**src/rtl/iiwd_pkg.sv**
```systemverilog
// package for the imu idle window detector
// types and constants shared by the rtl files; no dependencies
package iiwd_pkg;
	localparam int WindowLenDef = 64;
	localparam int StrideDef = 10;
	localparam int IndexBitsDef = 24;
	localparam int AxisBits = 12;
	localparam int Axes = 6;
	localparam int SampleBits = AxisBits * Axes;
	localparam int SumBits = 18;
	localparam int SpreadBits = 13;
	localparam int TotalBits = 14;
	localparam int StartBits = 24;
	localparam logic [SpreadBits-1:0] SpreadReset = 13'd50;
	localparam logic [SumBits-1:0] SumMax = '1;

	typedef struct packed {
		logic record_start;
		logic [AxisBits-1:0] accel_x;
		logic [AxisBits-1:0] accel_y;
		logic [AxisBits-1:0] accel_z;
		logic [AxisBits-1:0] gyro_x;
		logic [AxisBits-1:0] gyro_y;
		logic [AxisBits-1:0] gyro_z;
	} sample_t;

	typedef struct packed {
		logic [StartBits-1:0] window_start;
		logic [SumBits-1:0] accel_x_sum;
		logic [SumBits-1:0] accel_y_sum;
		logic [SumBits-1:0] accel_z_sum;
		logic [SumBits-1:0] gyro_x_sum;
		logic [SumBits-1:0] gyro_y_sum;
		logic [SumBits-1:0] gyro_z_sum;
		logic [TotalBits-1:0] accel_spread_total;
	} report_t;

	typedef enum logic [1:0] {
		ST_IDLE,
		ST_SCAN,
		ST_JUDGE,
		ST_OUT
	} scan_state_t;
endpackage

```
**src/rtl/iiwd_if.sv**
```systemverilog
// channel interfaces for the imu idle window detector
// depends on iiwd_pkg
interface iiwd_sample_if;
	import iiwd_pkg::*;
	logic valid;
	logic ready;
	sample_t data;
	modport source (output valid, output data, input ready);
	modport sink (input valid, input data, output ready);
endinterface


```
**src/rtl/iiwd_front.sv**
```systemverilog
// front part: takes samples, writes the ring, tracks the index, queues window jobs
// depends on iiwd_pkg
module iiwd_front #(
	parameter int WINDOW_LEN = iiwd_pkg::WindowLenDef,
	parameter int STRIDE = iiwd_pkg::StrideDef,
	parameter int INDEX_BITS = iiwd_pkg::IndexBitsDef,
	localparam int PtrBits = $clog2(WINDOW_LEN)
) (
	input logic clk,
	input logic arst_n,
	iiwd_sample_if.sink smp,
	output logic wr_en,
	output logic [PtrBits-1:0] wr_addr,
	output logic [iiwd_pkg::SampleBits-1:0] wr_data,
	output logic job_valid,
	input logic job_ready,
	output logic [iiwd_pkg::StartBits-1:0] job_start
);
	import iiwd_pkg::*;
	localparam int StrBits = (STRIDE > 1) ? $clog2(STRIDE) : 1;

	logic [INDEX_BITS-1:0] index_q;
	logic [PtrBits-1:0] wptr_q;
	logic [StrBits-1:0] phase_q;
	logic [INDEX_BITS-1:0] idx;
	logic [INDEX_BITS-1:0] first_idx;
	logic [StrBits-1:0] phase;
	logic completes;
	// one-deep job slot
	logic job_valid_q;
	logic [StartBits-1:0] job_start_q;

	// ring is written ahead of the scan; only accept when the job slot is free
	assign smp.ready = !job_valid_q;
	assign wr_en = smp.valid && smp.ready;
	assign wr_addr = wptr_q;
	assign wr_data = {smp.data.accel_x, smp.data.accel_y, smp.data.accel_z,
		smp.data.gyro_x, smp.data.gyro_y, smp.data.gyro_z};
	assign idx = smp.data.record_start ? '0 : index_q;
	assign phase = (smp.data.record_start || index_q == '0) ? '0 : phase_q;
	assign first_idx = idx - INDEX_BITS'(WINDOW_LEN - 1);
	assign completes = (idx >= INDEX_BITS'(WINDOW_LEN - 1)) && (phase == '0);

	always_ff @(posedge clk or negedge arst_n) begin
		if (!arst_n) begin
			index_q <= '0;
			wptr_q <= '0;
			phase_q <= '0;
			job_valid_q <= 1'b0;
		end else begin
			if (job_valid_q && job_ready)
				job_valid_q <= 1'b0;
			if (wr_en) begin
				index_q <= idx + 1'b1;
				wptr_q <= (wptr_q == PtrBits'(WINDOW_LEN - 1)) ? '0 : wptr_q + 1'b1;
				// phase counts samples past window_len-1 modulo stride
				if (idx < INDEX_BITS'(WINDOW_LEN - 1))
					phase_q <= '0;
				else
					phase_q <= (phase == StrBits'(STRIDE - 1)) ? '0 : phase + 1'b1;
				if (completes)
					job_valid_q <= 1'b1;
			end
		end
	end

	always_ff @(posedge clk) begin
		if (wr_en && completes)
			job_start_q <= StartBits'(first_idx);
	end

	assign job_valid = job_valid_q;
	assign job_start = job_start_q;
endmodule

```
**src/flat_wrapper.sv**
```systemverilog
// flat-port wrapper written by rule: the top's interface ports become plain ports
module iiwd_front_flat import iiwd_pkg::*;
#(
	parameter int WINDOW_LEN = iiwd_pkg::WindowLenDef,
	parameter int STRIDE = iiwd_pkg::StrideDef,
	parameter int INDEX_BITS = iiwd_pkg::IndexBitsDef,
	localparam int PtrBits = $clog2(WINDOW_LEN)
)
  (clk, arst_n, wr_en, wr_addr, wr_data, job_valid, job_ready, job_start, smp_valid, smp_data, smp_ready);
  iiwd_sample_if smp_i ();
  input logic clk;
  input logic arst_n;
  output logic wr_en;
  output logic [PtrBits-1:0] wr_addr;
  output logic [iiwd_pkg::SampleBits-1:0] wr_data;
  output logic job_valid;
  input logic job_ready;
  output logic [iiwd_pkg::StartBits-1:0] job_start;
  input wire logic [$bits(smp_i.valid)-1:0] smp_valid;
  input wire logic [$bits(smp_i.data)-1:0] smp_data;
  output wire logic [$bits(smp_i.ready)-1:0] smp_ready;
  assign smp_i.valid = smp_valid;
  assign smp_i.data = smp_data;
  assign smp_ready = smp_i.ready;
  iiwd_front #(.WINDOW_LEN(WINDOW_LEN), .STRIDE(STRIDE), .INDEX_BITS(INDEX_BITS)) u_core (.clk(clk), .arst_n(arst_n), .smp(smp_i), .wr_en(wr_en), .wr_addr(wr_addr), .wr_data(wr_data), .job_valid(job_valid), .job_ready(job_ready), .job_start(job_start));
endmodule
```
**config.mk**
```make
export PLATFORM = sky130hd
export DESIGN_NAME = iiwd_front_flat
export DESIGN_NICKNAME = d
export VERILOG_FILES = /design/src/rtl/iiwd_pkg.sv /design/src/rtl/iiwd_if.sv /design/src/rtl/iiwd_front.sv /design/src/flat_wrapper.sv
export SDC_FILE = /design/constraint.sdc
export NUM_CORES = 1
export LEC_CHECK = 0
export BUFFER_PORTS_ARGS = -buffer_cell sky130_fd_sc_hd__clkbuf_2
export CORE_MARGIN = 2
export CORE_UTILIZATION = 41
export CTS_BUF_LIST = sky130_fd_sc_hd__clkbuf_16
export DETAILED_ROUTE_END_ITERATION = 8
export PLACE_DENSITY_LB_ADDON = 0.3
export SKIP_CTS_REPAIR_TIMING = 1
export SLEW_MARGIN = 20
export SYNTH_ARGS = -nofsm -noshare
export SYNTH_HDL_FRONTEND = slang
export SYNTH_SLANG_ARGS = --single-unit
```
**constraint.sdc**
```tcl
create_clock -name clk -period 7.5 [get_ports clk]
set_input_delay 1.5 -clock clk [delete_from_list [all_inputs] [get_ports clk]]
set_output_delay 1.5 -clock clk [all_outputs]
set_load 0.02 [all_outputs]
```
==> metrics, run 1 <==
fmax=245.2 MHz; LEAKAGE=approximately 1.5 nW; maximum VDD drop=0.0001355 V; Hold Fails Final Rpt=0; commonest cells after routing, fill and taps aside=nand2_1 (48), clkbuf_2 (37), dfrtp_1 (35), nor2_1 (24), edfxtp_1 (24); Core Area=0.008806 mm²; total negative setup slack=0 ns; commonest non-fill, non-tap cell in the layout=nand2_1; Inserted Diodes=0; xor-xnor portion of the synthesized cell area=under 10%; RSZ-0062 raised after global routing=false; # rows=34; post-DP HPWL=7.153 mm; worst rel slew slack=38.73%; routability cong.=0.8384; total track usage=approximately a fifth; CTS buffer count=9; Syn Area/Cell=9.285 µm²; Post-Syn Area=0.003770 mm²; Worst-Margin Slew=0.9191 ns; async set or reset register ratio after synthesis=59.32%; io pins=~180; Pwr Total=0.001040 W; Starting DRT DRC Count=133; CTS tree=built; P&R area growth vs syn=-0.4646%; post-synthesis simple-gate area fraction=23.10%; setup ws final=~3.4 ns; max-cap violations=0; Post-Route WL=9.478 mm; Sw Ratio=31.11%; top_reg_cell synth=dfrtp_1; Net Switching=0.0003235 W; adder-cell share of the synthesized area=1.659%; Comb power frac=22.0%; Die ar.=roughly 0.01 mm²; setup violators final=0; Int Pwr=~0.00072 W; Root Driver=clkbuf_16; mux cell area share after synthesis=1.328%; placed cell areas=0.003462 mm²; post-place setup slack=2.718 ns; H-tree Lvls=3; nature of the critical path endpoint=output pin; outcome=finished clean; Post-route DRC=0; pins over their slew limit=0; PwrDens=around 280 mW/mm²; Flop pwr share=40.2%; Clk network pwr share=a little under two fifths; Final Cell Area=around 0.0038 mm²; clock tree buffer depth=2; DR pass1 iterations=4; minimum clock period=between 4 and 5 ns; largest net degree at the start of global routing=47; Die Span Y=99.89 µm; Critical Path Source Type=input port; sequential share of the synthesized area=between 40% and 50%; global route overflow=0; initial core utilization=42.81%; port buffer count=37; worst-path fanout max=29; syn_nets=488; Tcrit/Tclk final=54.37%; global-route wire length before repair=14.43 mm; Worst Setup Path Type=in -> out; Nets=444; Syn Inst Count=~410; ANT nets after route=0; via count=2536; worst min-delay path class=reg -> reg; vias in the first global route=2329; Post-synth EDFFs=24; Ys Warns=0; Synth cell types=47; main combinational cell family by area after synthesis=simple AND/OR/NAND/NOR gates; DR WL/cell=19.95 µm; Synth Area in Compound Gates=6.771%; share of cells above drive strength 1=between 15 and 20%; die width=99.89 µm; Reg clk slew, reported paths=0.05 ns; crit path DAT=2.58 ns; clock sink count=59; Yosys top cell area share=23.23%; post-synth top area cell=dfrtp_1; clock skew=around 0.0066 ns; Clock Latency Late Sink=0.33 ns; synth top area cells=dfrtp_1 (23%), edfxtp_1 (19%), buf_4 (15%); Data required, critical path=6.00 ns; initial antenna violation count=0; via/cell ratio=5.339; Post-Route Utilization=42.61%; number of synthesized register bits=59
-- through the flow --
step / std cells / hold slack, ns
floorplan: 406 / 0.4854
global placement: 459 / 0.5057
detailed placement: 459 / 0.5153
CTS: 475 / 0.5312
global route: 475 / 0.5614
finish: 475 / 0.5326
-- sequential cells by signal, indices dropped and copies added (netlist names) --
register and count:
u_core.phase_q 4, u_core.job_start 24, u_core.index_q 24, u_core.wr_addr 6, u_core.job_valid 1
-- kinds of logic (layout without fill, tap and decap cells) --
kind of cell    Yosys count  after routing
buf+inv                 102             63
simple gates            165            165
fa+ha+maj                 5              5
compound gates           40             40
xor+xnor                 30             30
flops                    59             59
mux                       5              5
-- per-layer routing --
layer,up-vias,GRT usage [%],routed length (µm)
met5,-,0,0
met4,0,6.849,155
met3,13,12.19,1338
met2,118,30.82,4715
met1,1181,20.92,3269
li1,1224,-,-
-- synthesized netlist by cell type (2+ instances only) --
cell / count
nand3_1: 19
o31ai_1: 4
o21bai_1: 2
a41oi_1: 2
mux2i_1: 5
a21oi_1: 5
nand2_1: 48
and3_1: 6
inv_1: 9
clkbuf_1: 12
nor4_1: 6
nand2b_1: 16
o22ai_1: 3
dfrtp_1: 35
nand4_1: 5
buf_4: 73
ha_1: 5
nor2b_1: 8
xor2_1: 15
o21ai_0: 17
a31oi_1: 2
edfxtp_1: 24
nor2_1: 25
buf_2: 5
and2_1: 8
nand4b_1: 3
xnor2_1: 15
nor3_1: 9
nor4_2: 2
-- worst max-delay path, cell delays in order --
cell and delay, ns:
clkbuf_2 0.08, nand2b_1 0.05, buf_4 0.22, inv_1 0.45, clkbuf_2 0.27
-- power by group through the flow --
stage               clock network [W]  registers [W]  logic (W)
floorplan                           0       0.000448   0.000189
global placement                    0       0.000423   0.000228
detailed placement                  0       0.000423   0.000229
CTS                          0.000399       0.000418   0.000230
global route                 0.000416       0.000425   0.000253
finish                       0.000393       0.000418   0.000229
-- final cells by class --
class	count	area (µm²)
Multi-Input combinational cell	245	1509
Fill cell	838	5054
Sequential cell	59	1597
Tap cell	108	135.1
Clock inverter	7	60.06
Clock buffer	9	225.2
Timing Repair Buffer	38	192.7
Inverter	9	33.78
-- final timing paths --
path	slack (ns)	end	startpoint	depth (start not counted)
max	3.42	wr_en	smp_valid	5
min	0.53	u_core.wr_addr[2]	u_core.wr_addr[2]	1
max reg2reg	4.43	u_core.job_start[18]	u_core.index_q[6]	8
min reg2reg	0.53	u_core.wr_addr[2]	u_core.wr_addr[2]	1
max in group asynchronous	5.63	u_core.index_q[6]	arst_n	1
min in group asynchronous	1.30	u_core.index_q[12]	arst_n	1
No activity file was read; power rests on OpenSTA's default activity.
==> run 2: changes to the inputs <==
- ABC_AREA: not set -> 1
- clock period: 7.5 -> 3.47 ns (I/O delays scaled with it)
==> run 2 against run 1 <==
Effect of this change: setup slack got worse by 2.6 ns; global-route usage increased by 1.5 points; worst hold slack got worse by 0.039 ns; first-iteration DRC count increased by 17%; register-to-register slack got worse by 3.4 ns; via count increased by 23%; count of clock-buffer cells in the layout unchanged; sequential cell count unchanged; die area increased by 8.4%; area after synthesis increased by 8.7%; wire length increased by 14%; critical path type is now in -> reg; critical endpoint is now u_core.job_start[19].
==> metrics, run 2 <==
Critical Path Most Common Cell=nor2_1; Die Span Y=104.0 µm; minimum clock period=2.609 ns; worst rel slew slack=about two fifths; Ys Warns=0; Inserted Diodes=0; Post-route DRC=0; initial antenna violation count=0; commonest cells after routing, fill and taps aside=nand2_1 (134), nor2_1 (66), inv_1 (44), clkbuf_2 (37), dfrtp_1 (35); Syn Inst Count=522; Yosys top cell area share=21.37%; nature of the critical path endpoint=register; worst min-delay path class=in -> async; CTS tree=built; H-tree Lvls=3; Syn Area/Cell=7.852 µm²; Critical Path Source Type=input port; port buffer count=37; routability cong.=0.8865; clock tree buffer depth=2; post-DP HPWL=8.604 mm; global route overflow=0; top_reg_cell synth=dfrtp_1; worst-path fanout max=24; Pwr Total=0.001926 W; Crit path largest cell delay=0.30 ns; most frequent cells after synthesis=nand2_1 (134), buf_4 (72), nor2_1 (66); register area=~0.0016 mm²; die width=104.0 µm; vias in the first global route=3112; io pins=182; RR Startpoint=u_core.index_q[0]; placed cells=approximately 620; via/cell ratio=4.935; async set or reset register ratio after synthesis=between 50 and 60%; global-route wire length before repair=17.03 mm; commonest non-fill, non-tap cell in the layout=nand2_1; Post-synth EDFFs=24; post-synth top area cell=dfrtp_1; Clock Latency Late Sink=0.33 ns; Fill cells=1005; pins over their slew limit=0; Reg clk slew, reported paths=0.05 ns; # rows=36; PwrDens=458.7 mW/mm²; synth top area cells=dfrtp_1 (21%), edfxtp_1 (18%), buf_4 (13%); Hold Fails Final Rpt=0; Setup crit start=smp_data[72]; P&R area growth vs syn=2.412%; max-cap violations=0; CP Cell Sequence=clkbuf_2 -> nor2_1 -> ha_1 -> nand3_1 -> nor2_1 -> nor2_1 -> nand3_1 -> nand2_1 -> nand3b_1 -> inv_1 -> buf_4; Die ar.=0.01081 mm²; footprint of the multi-input gates=0.001718 mm²; setup violators final=0; Worst-Margin Slew=between 0.9 and 1 ns; Tcrit/Tclk final=75.19%; syn_nets=604; DR pass1 iterations=4; initial core utilization=a little over two fifths; total track usage=20.77%; DR WL/cell=around 17 µm; Root Driver=clkbuf_16; Nets=576; CP max-delay cell=nor2_1; number of synthesized register bits=59; maximum VDD drop=0.0003874 V; sequential share of the synthesized area=38.95%; outcome=finished clean; fmax=383.3 MHz; crit path DAT=2.61 ns; CTS buffer count=9; dominant cell by count in the synthesized netlist=nand2_1; Post-Syn Area=0.004099 mm²; clock skew=0.005176 ns; via count=3119; Core Area=0.009729 mm²; Starting DRT DRC Count=roughly 160; LEAKAGE=1.891 nW; RSZ-0062 raised after global routing=false; Post-Route WL=around 11 mm; ANT nets after route=0; largest net degree at the start of global routing=36; Data required, critical path=3.47 ns; Post-Layout Cell Count=632; clock sink count=59; Worst Setup Path Type=in -> reg; total negative setup slack=0 ns; share of cells above drive strength 1=18.64%; Synth cell types=31
## run 2: cell types whose count changed after synthesis, sizes merged, moves of 11 or more
cell	delta
nand2	+88
nand2b	-16
nor2	+64
inv	+40
clkbuf	-11
## run 2: final timing paths
kind	to	slack [ns]	cells past startpoint
max	u_core.job_start[19]	0.86	11
max in group asynchronous	u_core.index_q[18]	2.40	1
min	u_core.index_q[15]	0.49	1
min in group clk	u_core.phase_q[0]	0.51	2
min reg2reg	u_core.phase_q[0]	0.51	2
max reg2reg	u_core.job_start[19]	1.05	11
## run 2: layer usage
layer  wire length, µm  global-route usage [%]  up-vias
met5                 0                       0        -
met4               302                   8.687        0
met3              1097                   10.03       30
met2              5362                   35.29      130
met1              4049                   22.02     1440
li1                  -                       -     1519
## run 2: cell families after synthesis
| group | synth area share [%] |
|---|---|
| buffers and inverters | 19.14 |
| DFF | 38.95 |
| adders and majority gates | 1.526 |
| xor gates and xnor gates | 6.624 |
| and+or+nand+nor | 31.50 |
| AOI/OAI and AO/OA | 2.259 |
## run 2: layout make-up
cell class | instances | share of cell area, %
clock buffers | 9 | 5.365
clock inverters | 7 | 2.206
well taps | 133 | 3.964
flip-flops and latches | 59 | 38.03
repair buffers | 41 | 5.127
inverters | 49 | 4.382
multi-input cells | 334 | 40.92
## run 2: power by group
group	switching (W)	internal, W	leakage [nW]
combinational	0.000123	0.0000616	1.06
sequential	0.0000397	0.000760	0.687
clock	0.000316	0.000624	0.147
total	0.000479	0.00145	1.89
## run 2: worst max-delay path: cells and delay by family
family | cells | cell delay (ns)
fa+ha+maj | 1 | 0.23
buf+inv | 3 | 0.57
simple gates | 7 | 1.08
## run 2: through the flow
stage / hold slack [ns] / worst slack (ns) / instance area (µm²) / utilization, %
2_1_floorplan: 0.3984 / 0.6067 / 4099 / -
3_3_place_gp: 0.5009 / 0.5914 / 3880 / 39.88
3_5_place_dp: 0.5032 / 0.5030 / 3880 / 39.88
4_1_cts: 0.5183 / 0.8560 / 4198 / 43.15
5_1_grt: 0.5515 / 0.6381 / 4198 / 43.15
6_report: 0.4932 / 0.8609 / 4198 / 43.15
